===== config.mk =====
export PLATFORM = sky130hd
export DESIGN_NAME = srps_ctrl
export DESIGN_NICKNAME = d
export VERILOG_FILES = /design/src/rtl/core/srps_pkg.sv /design/src/rtl/core/srps_ctrl.sv
export SDC_FILE = /design/constraint.sdc
export NUM_CORES = 1
export LEC_CHECK = 0
export BUFFER_PORTS_ARGS = -buffer_cell sky130_fd_sc_hd__buf_2
export CAP_MARGIN = 20
export CORE_AREA = 4 4 41 43
export CTS_CLUSTER_DIAMETER = 50
export DETAILED_ROUTE_END_ITERATION = 6
export DIE_AREA = 0 0 45 47
export PLACE_DENSITY = 0.79
export SLEW_MARGIN = 0
export SYNTH_ARGS = -nofsm -noshare
export SYNTH_HDL_FRONTEND = slang
export SYNTH_SLANG_ARGS = --single-unit
export TNS_END_PERCENT = 30

===== constraint.sdc =====
create_clock -name clk_i -period 2.6 [get_ports clk_i]
set_input_delay 0.52 -clock clk_i [delete_from_list [all_inputs] [get_ports clk_i]]
set_output_delay 0.52 -clock clk_i [all_outputs]
set_load 0.05 [all_outputs]

===== src/rtl/core/srps_pkg.sv =====
// Shared types and constants for the sorted prefix range search block.
// Holds field widths, command codes and the controller/datapath structs.
// Depends on nothing.
package srps_pkg;

  localparam int unsigned DEPTH_DEF         = 1024;
  localparam int unsigned KEY_BYTES_DEF     = 8;
  localparam int unsigned POSITION_BITS_DEF = 32;
  localparam int unsigned MAX_LISTED_DEF    = 63;

  localparam int unsigned INDEX_W    = 10;
  localparam int unsigned PREFIX_W   = 64;
  localparam int unsigned TEXT_POS_W = 32;
  localparam int unsigned KEY_W      = 64;
  localparam int unsigned KEY_LEN_W  = 4;
  localparam int unsigned COUNT_W    = 11;
  localparam int unsigned OUT_POS_W  = 32;
  localparam int unsigned LIST_W     = 6;

  localparam logic CMD_LOAD  = 1'b0;
  localparam logic CMD_QUERY = 1'b1;

  localparam logic KIND_SUMMARY  = 1'b0;
  localparam logic KIND_POSITION = 1'b1;

  typedef enum logic [2:0] {
    ADDR_ZERO,
    ADDR_LAST,
    ADDR_MID,
    ADDR_RIGHT,
    ADDR_WALK
  } addr_sel_e;

  typedef struct packed {
    logic      load_we;
    logic      cap_query;
    logic      pfx_rd;
    addr_sel_e addr_sel;
    logic      clr_match;
    logic      set_first_zero;
    logic      set_range;
    logic      bs_upd;
    logic      set_first_right;
    logic      walk_step;
    logic      pos_rd;
    logic      out_sum;
    logic      out_pos;
  } srps_cmd_t;

  typedef struct packed {
    logic n_zero;
    logic key_le;
    logic tbl_lt;
    logic eq;
    logic span_gt1;
    logic walk_end;
    logic list_empty;
    logic list_last;
    logic out_free;
  } srps_sts_t;

endpackage


===== src/rtl/core/srps_ctrl.sv =====
// Controller of the sorted prefix range search: sequences loads, the binary
// search, the match walk and the result listing.
// Depends on srps_pkg; drives srps_dp through command and status structs.
module srps_ctrl (
  input  logic                clk_i,
  input  logic                rst_ni,
  input  logic                in_valid_i,
  input  logic                command_i,
  output logic                in_ready_o,
  input  srps_pkg::srps_sts_t sts_i,
  output srps_pkg::srps_cmd_t cmd_o
);
  import srps_pkg::*;

  localparam logic [3:0] S_IDLE  = 4'd0;
  localparam logic [3:0] S_RD0   = 4'd1;
  localparam logic [3:0] S_CK0   = 4'd2;
  localparam logic [3:0] S_CKN   = 4'd3;
  localparam logic [3:0] S_BS    = 4'd4;
  localparam logic [3:0] S_BSC   = 4'd5;
  localparam logic [3:0] S_CKR   = 4'd6;
  localparam logic [3:0] S_WALK  = 4'd7;
  localparam logic [3:0] S_WALKC = 4'd8;
  localparam logic [3:0] S_SUM   = 4'd9;
  localparam logic [3:0] S_LRD   = 4'd10;
  localparam logic [3:0] S_LOUT  = 4'd11;

  logic [3:0] state_q, state_d;

  always_comb begin
    state_d    = state_q;
    cmd_o      = '0;
    cmd_o.addr_sel = ADDR_ZERO;
    in_ready_o = 1'b0;
    unique case (state_q)
      S_IDLE: begin
        in_ready_o = 1'b1;
        if (in_valid_i) begin
          if (command_i == CMD_LOAD) begin
            cmd_o.load_we = 1'b1;
          end else begin
            cmd_o.cap_query = 1'b1;
            state_d = S_RD0;
          end
        end
      end
      S_RD0: begin
        if (sts_i.n_zero) begin
          cmd_o.clr_match = 1'b1;
          state_d = S_SUM;
        end else begin
          cmd_o.pfx_rd = 1'b1;
          cmd_o.addr_sel = ADDR_ZERO;
          state_d = S_CK0;
        end
      end
      S_CK0: begin
        if (sts_i.key_le) begin
          cmd_o.set_first_zero = 1'b1;
          state_d = S_WALK;
        end else begin
          cmd_o.pfx_rd = 1'b1;
          cmd_o.addr_sel = ADDR_LAST;
          state_d = S_CKN;
        end
      end
      S_CKN: begin
        if (sts_i.tbl_lt) begin
          cmd_o.clr_match = 1'b1;
          state_d = S_SUM;
        end else begin
          cmd_o.set_range = 1'b1;
          state_d = S_BS;
        end
      end
      S_BS: begin
        cmd_o.pfx_rd = 1'b1;
        if (sts_i.span_gt1) begin
          cmd_o.addr_sel = ADDR_MID;
          state_d = S_BSC;
        end else begin
          cmd_o.addr_sel = ADDR_RIGHT;
          state_d = S_CKR;
        end
      end
      S_BSC: begin
        cmd_o.bs_upd = 1'b1;
        state_d = S_BS;
      end
      S_CKR: begin
        if (sts_i.eq) begin
          cmd_o.set_first_right = 1'b1;
          state_d = S_WALK;
        end else begin
          cmd_o.clr_match = 1'b1;
          state_d = S_SUM;
        end
      end
      S_WALK: begin
        if (sts_i.walk_end) begin
          state_d = S_SUM;
        end else begin
          cmd_o.pfx_rd = 1'b1;
          cmd_o.addr_sel = ADDR_WALK;
          state_d = S_WALKC;
        end
      end
      S_WALKC: begin
        if (sts_i.eq) begin
          cmd_o.walk_step = 1'b1;
          state_d = S_WALK;
        end else begin
          state_d = S_SUM;
        end
      end
      S_SUM: begin
        if (sts_i.out_free) begin
          cmd_o.out_sum = 1'b1;
          state_d = sts_i.list_empty ? S_IDLE : S_LRD;
        end
      end
      S_LRD: begin
        cmd_o.pos_rd = 1'b1;
        state_d = S_LOUT;
      end
      S_LOUT: begin
        if (sts_i.out_free) begin
          cmd_o.out_pos = 1'b1;
          state_d = sts_i.list_last ? S_IDLE : S_LRD;
        end
      end
      default: begin
        state_d = S_IDLE;
      end
    endcase
  end

  always_ff @(posedge clk_i or negedge rst_ni) begin
    if (!rst_ni) begin
      state_q <= S_IDLE;
    end else begin
      state_q <= state_d;
    end
  end

endmodule


; ---- Yosys cells after proc, flatten, opt, wreduce, memory -nomap -nowiden
; Index checks and enable logic that the tools add are counted.
[word_totals]
inputBits = 13
regBits = 4
[op_classes]
muxes = 39
n_eq_ne = 15
reduce_logical = 3
[op_table]
columns = cell, count
row1 = 2-to-1 mux 4 bit, 12
row2 = one-hot mux 4 bit (11 select lines), 1
row3 = 2-to-1 mux 1 bit, 20
row4 = "== test 4 x 3 -> 1 bit, second input constant", 4
row5 = "== test 4 bit, second input constant", 4
row6 = one-hot mux 4 bit (4 select lines), 1
row7 = "== test 4 x 2 -> 1 bit, second input constant", 2
row8 = "!= test 2 bit, second input constant", 4
row9 = 2-to-1 mux 2 bit, 3
row10 = "== test 4 x 1 -> 1 bit, second input constant", 1
row11 = logical NOT 4 bit, 1
row12 = AND reduction 4 bit, 1
row13 = 2-to-1 mux 3 bit, 1
row14 = one-hot mux 1 bit (3 select lines), 1
row15 = OR reduction 2 bit, 1

; ---- Depth between registers and ports, before layout
; Gate-level depths: netlist of the first run.
[logic_depth]
depth_word = 3
mapped_depth = 6
depth_no_buf = 4

; ---- Worst setup path after synthesis of the first run
; No wires, ideal clock.
[synth_path]
path_kind = flip-flop to output port
startpoint = register state_q[0]
endpoint = output port cmd_o[7] in the netlist's numbering
path_buffers = 2
required_ns = 2.080
arrival_ns = 2.484
setup_slack_ns = -0.404
stages_incl_launch_ff = 5
cell_sequence = dfrtp_1 > buf_6 > buf_2 > nand2b_1 > nor4b_1
[synth_rtl]
columns = element, line
row1 = "start, declared", srps_ctrl.sv:28  ; logic [3:0] state_q, state_d;
row2 = "start signal, assigned", srps_ctrl.sv:142  ; state_q <= state_d;
row3 = "end, declared", srps_ctrl.sv:11  ; output srps_pkg::srps_cmd_t cmd_o

==> results of run 1 <==
area by class of cell:
cell class                 instances  share of cell area [%]
timing repair buffer              28                    20.0
multi-input combinational         65                    58.3
sequential                         4                    14.3
tap                               15                    2.67
inverter                           3                    1.60
clock buffer                       3                    3.21
where the power goes:
group,switching [mW],leakage [nW],internal [mW]
Clock,0.0284,0.0138,0.0518
Sequential,0.118,0.0507,0.0879
Combinational,0.370,0.267,0.200
Total,0.517,0.332,0.339
worst min path at each step:
stage	start	endpoint	slack [ns]
after floorplan	rst_ni	state_q[0]$_DFFE_PN0P_	0.22
after global placement	rst_ni	state_q[1]$_DFFE_PN0P_	0.32
after detailed placement	rst_ni	state_q[1]$_DFFE_PN0P_	0.33
after CTS	rst_ni	state_q[3]$_DFFE_PN0P_	0.06
after global routing	rst_ni	state_q[3]$_DFFE_PN0P_	0.07
final	rst_ni	state_q[3]$_DFFE_PN0P_	0.07
worst max-delay path: stages (launching register included):
cell,delay (ns)
dfrtp_1,0.70
nand2b_1,0.23
o22ai_1,0.20
o22ai_1,0.09
nor2_1,0.11
buf_2,0.27
placed cells by master, fill, tap and decap left out:
cell type	synthesis	final
buf_2	2	28
nor2_1	13	13
o21ai_0	6	6
nand2b_1	5	5
nor3_1	5	5
dfrtp_1	4	4
nand2_1	3	3
inv_1	3	3
a21oi_1	3	3
clkbuf_4	0	3
nor4_1	2	2
mux2i_1	2	2
a31oi_1	2	2
o22ai_1	2	2
or3b_1	2	2
or4b_1	2	2
nor4_2	1	1
or2b_1	1	1
nor4b_2	0	1
and3_1	1	1
nand3b_1	1	1
o21bai_1	1	1
a22o_1	1	1
a21bo_2	1	1
a311oi_1	1	1
o32ai_1	1	1
o21a_1	1	1
a21boi_0	1	1
a2bb2oi_1	1	1
o22a_1	1	1
or3_1	1	1
a221oi_1	1	1
a211oi_1	1	1
nand3_1	1	1
metal layers:
| metal | wire length, um | part of all wire (%) | up-vias |
|---|---|---|---|
| li1 | - | - | 344 |
| met1 | 660 | 43 | 317 |
| met2 | 724 | 48 | 27 |
| met3 | 119 | 7.8 | 2 |
| met4 | 15 | 0.99 | 0 |
| met5 | 0 | 0 | - |
per-stage QoR:
stage	utilization, %	hold WS [ns]
detailed placement	52.2	0.329
global route	53.9	0.0729
finish	53.9	0.0692
floorplan	-	0.224
CTS	53.9	0.0633
global placement	52.2	0.324
kinds of logic (layout without fill, tap and decap cells):
logic type / count (synthesis) / count (layout) / synth area share, %
AOI/OAI and AO/OA: 24 / 24 / 29.0
buffers and inverters: 10 / 34 / 10.5
DFF: 4 / 4 / 17.8
muxes: 2 / 2 / 3.56
and+or+nand+nor: 39 / 39 / 39.2
==> impl_metrics.ini, run 1 <==
[outcome]
status = completed

[power_and_ir_drop]
p_leak_nw = 0.332
finalPower_uw = 856
worst_ir_drop_vdd_mv = 0.648
power_density_mw_per_mm2 = 1220

[layout]
final_cells = 118
drive_gt1_share_pct = 33.0
top_register = state_q
synthToLayoutAreaGrowth_pct = 24.9
nNetsFinal = 118
fillers = 147
multi_input_area_sq_um = 409
reg_top3 = state_q: 4 flops
register_area_sq_um = 100
largest_register_ffs = 4
final_area_sq_um = 702
n_antenna_cell = 0

[clock_tree]
htree_num_levels = 1
cts_buffers = 3
post-cts-setup-buffers = 0
clk_latency_ns = 0.24
cts_resized = 0
cts_hold_buf = 0
clockRootBuffer = clkbuf_4
cts_tree = built
clk_pin_slew_ns = 0.04
ctsLongestPathBuffers = 2
cts_sinks = 4

[drt]
route.vias.total = 690
dr.pass1.iters = 4
routedWlPerCell_um = 12.9
drcViolationCount = 0
ant_nets = 0
viasPerCell = 5.85
routed_wl_um = 1520
drtIter0Drc = 11

[placement]
placed_area_sq_um = 679
dp_hpwl_um = 1160
globalplace.congestion = 0.820
dp.cells = 115
post-place-ws_ns = 0.484
place.port_buffers = 28

[timing]
drv_slew = 0
fin_skew_ns = 0.00935
hold_viol_final = 0
fin_setup_tns_ns = 0
rsz0062_at_grt = no
worst_slack_ns = 0.230
fin_crit_ns = 2.37
setup_viol = 0
worstMarginPinSlew_ns = 0.581
relSlewSlack_pct = 61.2
max_freq_ghz = 0.422
finalCritPeriodShare_pct = 91.2

[synth]
synth_edf_count = 0
synth.largest_area_cell = dfrtp_1
synth_area_leaders = dfrtp_1 (18%), nor2_1 (8.7%), nand2b_1 (5.6%), o21ai_0 (5.3%), nor3_1 (4.5%)
syn_area_sq_um = 562
synth_cells = 79
syn_avg_cell_area_sq_um = 7.11
syn-num-nets = 92
seq_area_frac_synth_pct = 17.8
synthTopCellsByCount = nor2_1 (13), o21ai_0 (6), nand2b_1 (5), nor3_1 (5), dfrtp_1 (4)
ys_seq_elements = 4
synth_cell_types = 36
synth_top_area_share_pct = 17.8
synthMostInstantiatedCell = nor2_1
ys.flop_type = dfrtp_1
async_flop_share_pct = 100
yosysWarningCount = 0

[setup_path]
crit_path_end_kind = output pin
cp.arrival_ns = 1.85
worst_r2r_endpoint = state_q[1]$_DFFE_PN0P_
crit_path_end = cmd_o[12]
timing.critical_path.from_type = register
crit_start = state_q[1]$_DFFE_PN0P_
worstReg2RegStart = state_q[2]$_DFFE_PN0P_
path_max_fanout = 20
r2r_slack_ns = 0.83
worst-setup-path-type = reg -> out
cp.required_ns = 2.08
r2r_cells = 4

[die]
rows = 13
initial_utilization_pct = 43.2
die_area_sq_mm = 0.00212
die_w_um = 45
die_y_um = 47
num_io_pins = 29
core-area_sq_mm = 0.00130

[global_routing]
grt_overflow_total = 0
antenna_found_initial = 0
use_met1_pct = 21.6
grt_util_all_layers_pct = 16.6
met2_usage_pct = 26.8
grtUsageMet3_pct = 3.45
grt_pass1_wl_um = 2640
grt_max_degree = 22
grt_pass1_vias = 611
top_usage_layer = met2

[min_path]
hp-class = in -> async

[run]
drv_cap = 0
Power figures use the tool's default switching activity.
==> inputs of run 2 (changes only) <==
==> constraint.sdc (replaced) <==
create_clock -name clk_i -period 2.6 [get_ports clk_i]
set_input_delay 0.52 -clock clk_i [delete_from_list [all_inputs] [get_ports clk_i]]
set_output_delay 0.52 -clock clk_i [all_outputs]
set_load 0.1 [all_outputs]
==> run 2 against run 1 <==
Compared with the run above: non-clock buffer count up 3; setup slack worse by 0.037 ns; power up 32%; clock power down 3.6%; register-to-register slack better by 0.06 ns; via count up 4.1%; wire length up 11%; largest cell class unchanged.
==> impl_metrics.ini, run 2 (synthesis gave the netlist of run 1 again) <==
[clock_tree]
clockRootBuffer = clkbuf_4
ctsLongestPathBuffers = 2
cts_sinks = 4
cts_buffers = 3
cts_tree = built
htree_num_levels = 1
clk_latency_ns = 0.24
post-cts-setup-buffers = 0
clk_pin_slew_ns = 0.04

[setup_path]
worstReg2RegStart = state_q[0]$_DFFE_PN0P_
path_max_fanout = 15
worst_r2r_endpoint = state_q[1]$_DFFE_PN0P_
timing.critical_path.from_type = register
worst-setup-path-type = reg -> out
crit_path_end_kind = output pin
crit_start = state_q[3]$_DFFE_PN0P_
crit_path_end = cmd_o[3]
cp.required_ns = 2.08
r2r_slack_ns = 0.89
cp.arrival_ns = 1.89
r2r_cells = 5

[layout]
largest_register_ffs = 4
nNetsFinal = 121
drive_gt1_share_pct = 40.6
register_area_sq_um = 101
final_common_cell = buf_2
multi_input_area_sq_um = 452
top_register = state_q
synthToLayoutAreaGrowth_pct = 36.7
fillers = 137
post-route-util_pct = 59.0
final_cell_mix = buf_2 (28), nor2_1 (12), o21ai_0 (6)
n_antenna_cell = 0
reg_top3 = state_q: 4 flops

[placement]
dp_hpwl_um = 1330
place.port_buffers = 28
globalplace.congestion = 0.904
post-place-ws_ns = 0.373

[die]
initial_utilization_pct = 43.2
die_w_um = 45
rows = 13
num_io_pins = 29
die_y_um = 47
die_area_sq_mm = 0.00212
core-area_sq_mm = 0.00130

[power_and_ir_drop]
worst_ir_drop_vdd_mv = 0.962
p_leak_nw = 0.348
comb_power_share_pct = 76.7
power_density_mw_per_mm2 = 1470
p_int_uw = 375
pwr-share-clk_pct = 6.8
swShare_pct = 66.8
seq_power_share_pct = 16.5
p_switching_uw = 755

[drt]
routedWlPerCell_um = 14.0
route.vias.total = 718
viasPerCell = 5.93
drcViolationCount = 0
routed_wl_um = 1690
ant_nets = 0
drtIter0Drc = 21
dr.pass1.iters = 4

[run]
drv_cap = 0

[timing]
worst_slack_ns = 0.193
fin_crit_ns = 2.41
drv_slew = 0
whs_ns = 0.0777
finalCritPeriodShare_pct = 92.6
hold_viol_final = 0
relSlewSlack_pct = 62.5
worstMarginPinSlew_ns = 0.563
setup_viol = 0
fin_skew_ns = 0.00383
max_freq_ghz = 0.415
rsz0062_at_grt = no

[min_path]
hp-class = in -> async

[global_routing]
antenna_found_initial = 0
grt_util_all_layers_pct = 17.7
grt_overflow_total = 0
grt_pass1_wl_um = 2730
grt_pass1_vias = 662
grt_max_degree = 19

[outcome]
status = completed
run 2: worst min path at each step:
stage                      start                endpoint  slack [ns]  cells past startpoint
after detailed placement  rst_ni  state_q[3]$_DFFE_PN0P_        0.33                      1
final                     rst_ni  state_q[2]$_DFFE_PN0P_        0.08                      1
after global routing      rst_ni  state_q[3]$_DFFE_PN0P_        0.07                      1
after global placement    rst_ni  state_q[3]$_DFFE_PN0P_        0.32                      1
after CTS                 rst_ni  state_q[2]$_DFFE_PN0P_        0.08                      1
after floorplan           rst_ni  state_q[0]$_DFFE_PN0P_        0.22                      0
run 2: what timing repair did:
action | CTS | global route
endpoints found under the hold margin | 0 | 0
setup endpoints to repair | 0 | 1
hold buffers | 0 | 0
gates resized for setup | 0 | 1
run 2: critical path, stage by stage (launching register included):
cell and delay (ns):
dfrtp_1 0.69, nand2b_1 0.31, nor4_4 0.19, buf_2 0.46
run 2: cell type report:
| cell class | count | share of cell area (%) |
|---|---|---|
| clock buffers | 3 | 2.93 |
| inverters | 3 | 1.47 |
| multi-input cells | 65 | 58.8 |
| flip-flops and latches | 4 | 13.2 |
| well taps | 15 | 2.44 |
| repair buffers | 31 | 21.2 |
run 2: stage by stage:
stage | instances | power [mW] | area (sq um) | setup TNS (ns)
after floorplan | 79 | 0.931 | 611 | -4.57
after global placement | 118 | 1.03 | 744 | 0
after detailed placement | 118 | 1.05 | 744 | 0
after CTS | 121 | 1.13 | 767 | 0
after global routing | 121 | 1.21 | 768 | 0
final | 121 | 1.13 | 768 | 0
run 2: metal layers:
metal / GRT usage, % / vias up / share of wire, %
met5: 0 / - / 0
met4: 10.5 / 0 / 0.47
met3: 4.60 / 2 / 9.5
met2: 27.4 / 46 / 50
met1: 22.0 / 321 / 40
li1: - / 349 / -
run 2: power by group through the flow:
stage	clock network, mW	logic (mW)	registers [mW]
3_5_place_dp	0	0.862	0.185
2_1_floorplan	0	0.824	0.107
3_3_place_gp	0	0.852	0.182
4_1_cts	0.0797	0.865	0.184
5_1_grt	0.0858	0.924	0.196
6_report	0.0773	0.867	0.186
